<file path="config.mk">
export PLATFORM = sky130hd
export DESIGN_NAME = primitive_aabb_accumulator_core
export DESIGN_NICKNAME = d
export VERILOG_FILES = /design/src/rtl/paabb_pkg.sv /design/src/rtl/paabb_front.sv /design/src/rtl/paabb_queue.sv /design/src/rtl/paabb_back.sv /design/src/rtl/primitive_aabb_accumulator_core.sv
export SDC_FILE = /design/constraint.sdc
export NUM_CORES = 2
export LEC_CHECK = 0
export BUFFER_PORTS_ARGS = -buffer_cell sky130_fd_sc_hd__buf_2
export CORE_MARGIN = 2
export CORE_UTILIZATION = 50
export CTS_BUF_LIST = sky130_fd_sc_hd__clkbuf_2 sky130_fd_sc_hd__clkbuf_4 sky130_fd_sc_hd__clkbuf_8
export DETAILED_ROUTE_END_ITERATION = 8
export GPL_TIMING_DRIVEN = 0
export PLACE_DENSITY = 0.73
export SYNTH_ARGS = -nofsm -noshare
export SYNTH_HDL_FRONTEND = slang
export SYNTH_SLANG_ARGS = --single-unit
</file>
<file path="constraint.sdc">
create_clock -name clock -period 27.3 [get_ports clock]
set_clock_uncertainty 0.15 [all_clocks]
set_input_delay 1.365 -clock clock [delete_from_list [all_inputs] [get_ports clock]]
set_output_delay 1.365 -clock clock [all_outputs]
set_load 0.005 [all_outputs]
</file>
<file path="src/rtl/paabb_pkg.sv">
// Shared types, constants and saturating arithmetic for the AABB union accumulator.
package paabb_pkg;

   localparam int COORD_BITS     = 32;
   localparam int QUEUE_DEPTH    = 4;
   localparam int QUEUE_PTR_BITS = $clog2(QUEUE_DEPTH);
   localparam int AXES           = 3;

   typedef logic signed [COORD_BITS-1:0] coord_type;
   typedef logic signed [COORD_BITS:0]   wide_type;

   localparam coord_type COORD_MAX = {1'b0, {(COORD_BITS-1){1'b1}}};
   localparam coord_type COORD_MIN = {1'b1, {(COORD_BITS-1){1'b0}}};

   typedef enum logic [1:0] {
      KIND_SPHERE = 2'd0,
      KIND_QUAD   = 2'd1,
      KIND_BOX    = 2'd2,
      KIND_NONE   = 2'd3
   } kind_type;

   typedef struct packed {
      kind_type  kind;
      coord_type a_x;
      coord_type a_y;
      coord_type a_z;
      coord_type b_x;
      coord_type b_y;
      coord_type b_z;
      coord_type c_x;
      coord_type c_y;
      coord_type c_z;
      logic      last;
   } req_type;

   typedef struct packed {
      coord_type min_x;
      coord_type min_y;
      coord_type min_z;
      coord_type max_x;
      coord_type max_y;
      coord_type max_z;
   } rsp_type;

   // classified item between front and back; per-axis candidate points
   typedef struct packed {
      logic                       add;
      logic                       last;
      logic                       quad;
      coord_type [AXES-1:0]       pa;
      coord_type [AXES-1:0]       pb;
      coord_type [AXES-1:0]       pc;
      coord_type [AXES-1:0]       vc;
   } work_type;

   typedef struct packed {
      logic full;
      logic empty;
   } fifo_status_type;

   function automatic coord_type saturate(input wide_type s);
      coord_type r;
      if (s[COORD_BITS] != s[COORD_BITS-1]) begin
         r = s[COORD_BITS] ? COORD_MIN : COORD_MAX;
      end else begin
         r = coord_type'(s[COORD_BITS-1:0]);
      end
      return r;
   endfunction

   function automatic coord_type sat_add(input coord_type x, input coord_type y);
      wide_type s;
      s = wide_type'(x) + wide_type'(y);
      return saturate(s);
   endfunction

   function automatic coord_type sat_sub(input coord_type x, input coord_type y);
      wide_type s;
      s = wide_type'(x) - wide_type'(y);
      return saturate(s);
   endfunction

   function automatic coord_type cmin(input coord_type x, input coord_type y);
      return (x < y) ? x : y;
   endfunction

   function automatic coord_type cmax(input coord_type x, input coord_type y);
      return (x > y) ? x : y;
   endfunction

endpackage

</file>
<file path="src/rtl/paabb_front.sv">
// Front end: accepts primitives, decodes the kind and forms the first-level corner sums.
module paabb_front (
   input  paabb_pkg::req_type         req_item,
   input  logic                       req_push,
   input  paabb_pkg::fifo_status_type q_status,
   output logic                       req_full,
   output logic                       q_wr,
   output paabb_pkg::work_type        q_item
);
   import paabb_pkg::*;

   coord_type a [AXES];
   coord_type b [AXES];
   coord_type c [AXES];

   assign req_full = q_status.full;
   assign q_wr     = req_push && !q_status.full;

   always_comb begin
      a[0] = req_item.a_x;
      a[1] = req_item.a_y;
      a[2] = req_item.a_z;
      b[0] = req_item.b_x;
      b[1] = req_item.b_y;
      b[2] = req_item.b_z;
      c[0] = req_item.c_x;
      c[1] = req_item.c_y;
      c[2] = req_item.c_z;

      q_item.add  = (req_item.kind != KIND_NONE);
      q_item.quad = (req_item.kind == KIND_QUAD);
      q_item.last = req_item.last;

      for (int i = 0; i < AXES; i++) begin
         q_item.pa[i] = a[i];
         q_item.vc[i] = c[i];
         unique case (req_item.kind)
            KIND_SPHERE: begin
               // center +/- radius, exact then clamped; covers negative radius too
               q_item.pb[i] = sat_add(a[i], req_item.b_x);
               q_item.pc[i] = sat_sub(a[i], req_item.b_x);
            end
            KIND_QUAD: begin
               q_item.pb[i] = sat_add(a[i], b[i]);
               q_item.pc[i] = sat_add(a[i], c[i]);
            end
            KIND_BOX: begin
               q_item.pb[i] = b[i];
               q_item.pc[i] = a[i];
            end
            default: begin
               q_item.pb[i] = a[i];
               q_item.pc[i] = a[i];
            end
         endcase
      end
   end

endmodule

</file>
<file path="src/rtl/paabb_queue.sv">
// Short item queue that decouples the front end from the accumulate back end.
module paabb_queue (
   input  logic                       clock,
   input  logic                       reset,
   input  logic                       wr,
   input  paabb_pkg::work_type        wr_item,
   input  logic                       rd,
   output paabb_pkg::work_type        rd_item,
   output paabb_pkg::fifo_status_type status
);
   import paabb_pkg::*;

   work_type                  mem_ff [QUEUE_DEPTH];
   logic [QUEUE_PTR_BITS-1:0] wr_ptr_ff, wr_ptr_in;
   logic [QUEUE_PTR_BITS-1:0] rd_ptr_ff, rd_ptr_in;
   logic [QUEUE_PTR_BITS:0]   count_ff, count_in;

   localparam logic [QUEUE_PTR_BITS-1:0] PTR_LAST = QUEUE_PTR_BITS'(QUEUE_DEPTH - 1);
   localparam logic [QUEUE_PTR_BITS:0]   COUNT_FULL = (QUEUE_PTR_BITS+1)'(QUEUE_DEPTH);

   assign status.full  = (count_ff == COUNT_FULL);
   assign status.empty = (count_ff == '0);
   assign rd_item      = mem_ff[rd_ptr_ff];

   always_comb begin
      wr_ptr_in = wr_ptr_ff;
      rd_ptr_in = rd_ptr_ff;
      count_in  = count_ff;
      if (wr) begin
         wr_ptr_in = (wr_ptr_ff == PTR_LAST) ? '0 : wr_ptr_ff + 1'b1;
      end
      if (rd) begin
         rd_ptr_in = (rd_ptr_ff == PTR_LAST) ? '0 : rd_ptr_ff + 1'b1;
      end
      if (wr && !rd) begin
         count_in = count_ff + 1'b1;
      end else if (rd && !wr) begin
         count_in = count_ff - 1'b1;
      end
   end

   always_ff @(posedge clock) begin
      if (reset) begin
         wr_ptr_ff <= '0;
         rd_ptr_ff <= '0;
         count_ff  <= '0;
      end else begin
         wr_ptr_ff <= wr_ptr_in;
         rd_ptr_ff <= rd_ptr_in;
         count_ff  <= count_in;
      end
   end

   always_ff @(posedge clock) begin
      if (wr) begin
         mem_ff[wr_ptr_ff] <= wr_item;
      end
   end

endmodule

</file>
<file path="src/rtl/paabb_back.sv">
// Back end: per-item extents, running union box and the result register.
module paabb_back (
   input  logic                       clock,
   input  logic                       reset,
   input  paabb_pkg::fifo_status_type q_status,
   input  paabb_pkg::work_type        q_item,
   output logic                       q_rd,
   input  logic                       rsp_pop,
   output logic                       rsp_empty,
   output paabb_pkg::rsp_type         rsp_item
);
   import paabb_pkg::*;

   // stage 1: extents of one item
   logic      s1_valid_ff, s1_valid_in;
   logic      s1_add_ff;
   logic      s1_last_ff;
   coord_type s1_lo_ff [AXES];
   coord_type s1_hi_ff [AXES];
   coord_type item_lo  [AXES];
   coord_type item_hi  [AXES];

   // stage 2: running box
   coord_type low_ff   [AXES];
   coord_type high_ff  [AXES];
   coord_type merged_lo [AXES];
   coord_type merged_hi [AXES];

   logic      out_valid_ff, out_valid_in;
   rsp_type   out_ff;

   logic      s1_fire;
   logic      s1_load;
   logic      out_taken;

   assign out_taken = rsp_pop && out_valid_ff;
   assign s1_fire   = s1_valid_ff && (!s1_last_ff || !out_valid_ff || rsp_pop);
   assign s1_load   = !s1_valid_ff || s1_fire;
   assign q_rd      = s1_load && !q_status.empty;

   always_comb begin
      coord_type pd;
      for (int i = 0; i < AXES; i++) begin
         // far quad corner: (corner+u) then +v
         pd = q_item.quad ? sat_add(q_item.pb[i], q_item.vc[i]) : q_item.pc[i];
         item_lo[i] = cmin(cmin(q_item.pa[i], q_item.pb[i]), cmin(q_item.pc[i], pd));
         item_hi[i] = cmax(cmax(q_item.pa[i], q_item.pb[i]), cmax(q_item.pc[i], pd));
      end
   end

   always_comb begin
      for (int i = 0; i < AXES; i++) begin
         merged_lo[i] = s1_add_ff ? cmin(low_ff[i], s1_lo_ff[i]) : low_ff[i];
         merged_hi[i] = s1_add_ff ? cmax(high_ff[i], s1_hi_ff[i]) : high_ff[i];
      end
      s1_valid_in = s1_load ? !q_status.empty : s1_valid_ff;
      if (s1_fire && s1_last_ff) begin
         out_valid_in = 1'b1;
      end else if (out_taken) begin
         out_valid_in = 1'b0;
      end else begin
         out_valid_in = out_valid_ff;
      end
   end

   always_ff @(posedge clock) begin
      if (reset) begin
         s1_valid_ff  <= 1'b0;
         out_valid_ff <= 1'b0;
      end else begin
         s1_valid_ff  <= s1_valid_in;
         out_valid_ff <= out_valid_in;
      end
   end

   always_ff @(posedge clock) begin
      if (q_rd) begin
         s1_add_ff  <= q_item.add;
         s1_last_ff <= q_item.last;
         for (int i = 0; i < AXES; i++) begin
            s1_lo_ff[i] <= item_lo[i];
            s1_hi_ff[i] <= item_hi[i];
         end
      end
   end

   always_ff @(posedge clock) begin
      if (reset) begin
         for (int i = 0; i < AXES; i++) begin
            low_ff[i]  <= COORD_MAX;
            high_ff[i] <= COORD_MIN;
         end
      end else if (s1_fire) begin
         for (int i = 0; i < AXES; i++) begin
            low_ff[i]  <= s1_last_ff ? COORD_MAX : merged_lo[i];
            high_ff[i] <= s1_last_ff ? COORD_MIN : merged_hi[i];
         end
      end
   end

   always_ff @(posedge clock) begin
      if (s1_fire && s1_last_ff) begin
         out_ff.min_x <= merged_lo[0];
         out_ff.min_y <= merged_lo[1];
         out_ff.min_z <= merged_lo[2];
         out_ff.max_x <= merged_hi[0];
         out_ff.max_y <= merged_hi[1];
         out_ff.max_z <= merged_hi[2];
      end
   end

   assign rsp_empty = !out_valid_ff;
   assign rsp_item  = out_ff;

endmodule

</file>
<file path="src/rtl/primitive_aabb_accumulator_core.sv">
// Top level of the primitive AABB union accumulator.
//
// Streams scene primitives (sphere, quad, box; kind three is skipped) and keeps a running
// axis-aligned bounding box in signed Q16.16, with all corner sums saturating. The item
// flagged last is merged first, then the union box is offered on the rsp_ side and the
// running box returns to empty (min at the most positive value, max at the most negative).
// Throughput is one item per clock unless a held result stalls a last item: the front
// end decodes and forms the first corner sums as an item is pushed, a four-entry queue
// holds classified items, and the back end forms the far quad corner and the per-item
// extents in one stage and folds them into the running box in the next, so that fold is
// the only loop. A taken last item passes the queue and stage one before rsp_empty drops.
// One result register sits on the output; while it is still held, a further last item
// waits in the back end, items behind it fill the queue, and req_full rises only once
// the queue is full. No reset sweep: the block takes items as soon as reset is released.
module primitive_aabb_accumulator_core (
   input  logic               clock,
   input  logic               reset,
   input  logic               req_push,
   output logic               req_full,
   input  paabb_pkg::req_type req_item,
   output logic               rsp_empty,
   input  logic               rsp_pop,
   output paabb_pkg::rsp_type rsp_item
);
   import paabb_pkg::*;

   fifo_status_type q_status;
   work_type        q_wr_item;
   work_type        q_rd_item;
   logic            q_wr;
   logic            q_rd;

   // decode and first-level sums
   paabb_front u_front (
      .req_item (req_item),
      .req_push (req_push),
      .q_status (q_status),
      .req_full (req_full),
      .q_wr     (q_wr),
      .q_item   (q_wr_item)
   );

   // decoupling queue
   paabb_queue u_queue (
      .clock   (clock),
      .reset   (reset),
      .wr      (q_wr),
      .wr_item (q_wr_item),
      .rd      (q_rd),
      .rd_item (q_rd_item),
      .status  (q_status)
   );

   // extents, running box, result register
   paabb_back u_back (
      .clock     (clock),
      .reset     (reset),
      .q_status  (q_status),
      .q_item    (q_rd_item),
      .q_rd      (q_rd),
      .rsp_pop   (rsp_pop),
      .rsp_empty (rsp_empty),
      .rsp_item  (rsp_item)
   );

   // queue occupancy can't be both full and empty
   a_queue_status: assert property (@(posedge clock) disable iff (reset)
      !(q_status.full && q_status.empty))
      else $error("queue reports full and empty at once");

   // back end reads only a non-empty queue
   a_no_underflow: assert property (@(posedge clock) disable iff (reset)
      q_rd |-> !q_status.empty)
      else $error("queue read while empty");

   // after reset: no result pending and room for items
   a_reset_state: assert property (@(posedge clock)
      $past(reset) |-> (rsp_empty && !req_full))
      else $error("bad state after reset");

endmodule

</file>
==> flow_summary.ini <==
[setup_path]
cp_common_cell = o21ai_0
worst_setup_path_end_kind = flip-flop
cp.required_ns = 27.81
slowest_delay_ns = 1.29
critPathTopFamily = compound AO/OA/AOI/OAI gates
ff2ff_setup_slack_ns = 8.35
crit_slowest_cell = o21ai_0
criticalPathCategory = reg2reg
reg2reg_depth = 44
rr_endpoint = u_back.s1_hi_ff[0][39]$_DFFE_PP_
cp.arrival_ns = 19.46
crit_buf_inv = 9
critPathMaxFanout = 10
timing.critical_path.from_type = flip-flop

[finish]
multi_input_area_um2 = 58200
regArea_um2 = 64100
syn2layout_area_growth_pct = 11.9
drive_gt1_frac = 0.181
nFillCells = 20800
fin_area_um2 = 142000
fin_nets = 12400

[floorplanning]
core_area_um2 = 251000
dieArea_um2 = 257000
die_y_um = 507
dieWidth_um = 507
io_pins = 489
start_util = 0.503
rows = 184

[grt]
track_usage = 0.373
grt-ovfl-total = 0
grt_max_degree = 65
grt_first_pass_wirelength_um = 673000
antenna_found_initial = 105
first_global_vias = 90900

[logic_synthesis]
ys_async_sr_fraction = 0
seq_area_frac_synth = 0.506
yosys_warnings = 0
synth.distinct_cells = 129
avgSynthCellArea_um2 = 12.5
synth-seq-cells = 2137
synthFlopType = edfxtp_1
synth_edf_count = 2126
netlist_instances = 10100
syn_area_um2 = 127000
syn_nets = 11500

[sta]
final.setup.tns_ns = 0
hold_viol = 0
worst_slew_pin_slew_ns = 1.60
maxSlewViolCount = 49
rsz0062_at_grt = false
slew_headroom = -0.0761
setup_violations = 0
timing.final.crit_share = 0.694
fmax_mhz = 52.8
fin_crit_ns = 18.95

[routing]
viasPerCell = 6.41
drt-initial-drc-count = 12600
post_drt_wl_per_cell_um = 33.3
via_count = 94100
routed_wl_um = 489000
ant_nets = 0
drc = 0
firstDrtPassIters = 8

[clocking]
cts_setup_buffers = 0
htree_levels = 5
cts_tree = yes
cts_buffers = 363
cts.path.max_buffers = 4
cts_sinks = 2137
path_clk_slew_ns = 0.06
cts_resized = 0
clock-root-buffer = clkbuf_8
hold_buffers = 0
worstSkewPairLatency_ns = 1.14

[placement]
placed_area_um2 = 135000
place.gp.congestion = 1.05
hpwl_um = 385000
io_buffers = 487

[outcome]
status = finished, violations left
violations = max-capacitance violations, max-slew violations

[min_path]
holdCritPathClass = in2reg
holdPathStages = 1
worstHoldEndpoint = u_queue.mem_ff[1][385]$_DFFE_PP_
worstHoldStart = req_item[0]

[flow_run]
maxCapViolCount = 9
==> cells by family (layout without fill, tap and decap cells) <==
group | Yosys count | count (layout) | share of synthesized area
xor gates and xnor gates | 381 | 381 | 0.0264
AOI/OAI and AO/OA | 2441 | 2441 | 0.124
DFF | 2137 | 2137 | 0.506
adders and majority gates | 1042 | 1042 | 0.104
buffers and inverters | 1066 | 2229 | 0.0340
other | 0 | 49 | 0
and+or+nand+nor | 1955 | 1955 | 0.0760
muxes | 1102 | 1102 | 0.129
==> per-stage QoR <==
step | utilization | hold WS [ns] | std cells | setup slack [ns]
floorplan | - | 0.317 | 10100 | 13.63
finish | 0.563 | 0.339 | 14700 | 8.35
global route | 0.563 | 0.283 | 14600 | 8.65
global placement | 0.530 | 0.328 | 14000 | 7.39
detailed placement | 0.535 | 0.394 | 14000 | 9.28
CTS | 0.563 | 0.228 | 14600 | 9.25
==> cells in the mapped netlist, types with 134 or more instances <==
| library cell | n | area [µm²] |
|---|---|---|
| edfxtp_1 | 2126 | 63800 |
| ha_1 | 1024 | 12800 |
| a21oi_1 | 693 | 3470 |
| inv_1 | 657 | 2470 |
| o21ai_0 | 565 | 2830 |
| nand2_1 | 498 | 1870 |
| nor2_1 | 489 | 1840 |
| mux2i_1 | 434 | 4340 |
| mux4_2 | 388 | 8740 |
| a21o_1 | 278 | 2090 |
| xnor2_1 | 262 | 2290 |
| clkbuf_1 | 248 | 931 |
| mux2_2 | 234 | 2640 |
| nand2b_1 | 187 | 1170 |
| nand3_1 | 156 | 781 |
| and2_1 | 134 | 838 |
==> area by class of cell <==
class                   instances  share of cell area
flip-flops and latches       2137               0.453
multi-input cells            6921               0.411
clock buffers                 454              0.0402
well taps                    3348              0.0296
repair buffers                542              0.0267
inverters                     659              0.0175
plain buffers                 407              0.0132
clock inverters               167             0.00824
diodes                         49            0.000866
==> metal layers <==
layer / wire, µm / track usage / share of wire
met5: 333 / 0.00315 / 0.00068
met4: 31100 / 0.206 / 0.064
met3: 56100 / 0.109 / 0.11
met2: 210000 / 0.553 / 0.43
met1: 191000 / 0.491 / 0.39
==> flip-flops by register name (all words and copies together), names as in the netlist, named ones only <==
signal               cells
u_back.s1_lo_ff         96
u_queue.rd_ptr_ff        2
u_back.out_valid_ff      1
u_queue.wr_ptr_ff        2
u_queue.mem_ff        1548
u_back.high_ff          96
u_queue.count_ff         3
u_back.s1_hi_ff         96
u_back.s1_last_ff        1
u_back.s1_valid_ff       1
u_back.low_ff           96
u_back.s1_add_ff         1
u_back.rsp_item        192
==> cell usage in the layout (no fill, tap or decap), drive strengths merged, types with 158 or more instances in the layout <==
master,Yosys,layout
inv,658,667
a21o,278,278
mux2,280,280
clkbuf,250,704
mux2i,434,434
nand3,158,158
edfxtp,2126,2126
xnor2,263,263
nand2,500,500
nand2b,188,188
ha,1024,1024
buf,157,699
a21oi,711,711
nor2,491,491
o21ai,616,616
mux4,388,388
==> how the worst max path moves through the flow <==
stage / slack [ns] / to / startpoint / depth (start not counted)
after floorplan: 13.63 / u_queue.count_ff[2]$_SDFFE_PP0P_ / rsp_pop / 9
after detailed placement: 9.28 / u_back.s1_hi_ff[0][14]$_DFFE_PP_ / flip-flop / 38
after CTS: 9.25 / u_back.s1_hi_ff[0][14]$_DFFE_PP_ / flip-flop / 38
after global routing: 8.65 / u_back.s1_hi_ff[0][47]$_DFFE_PP_ / flip-flop / 44
after global placement: 7.39 / u_queue.count_ff[2]$_SDFFE_PP0P_ / u_back.s1_last_ff$_DFFE_PP_ / 8
final: 8.35 / u_back.s1_hi_ff[0][39]$_DFFE_PP_ / flip-flop / 44
Power is left out: the tool's default activity adds up to more than one toggle a clock period on the data nets, which glitch-free logic cannot reach.
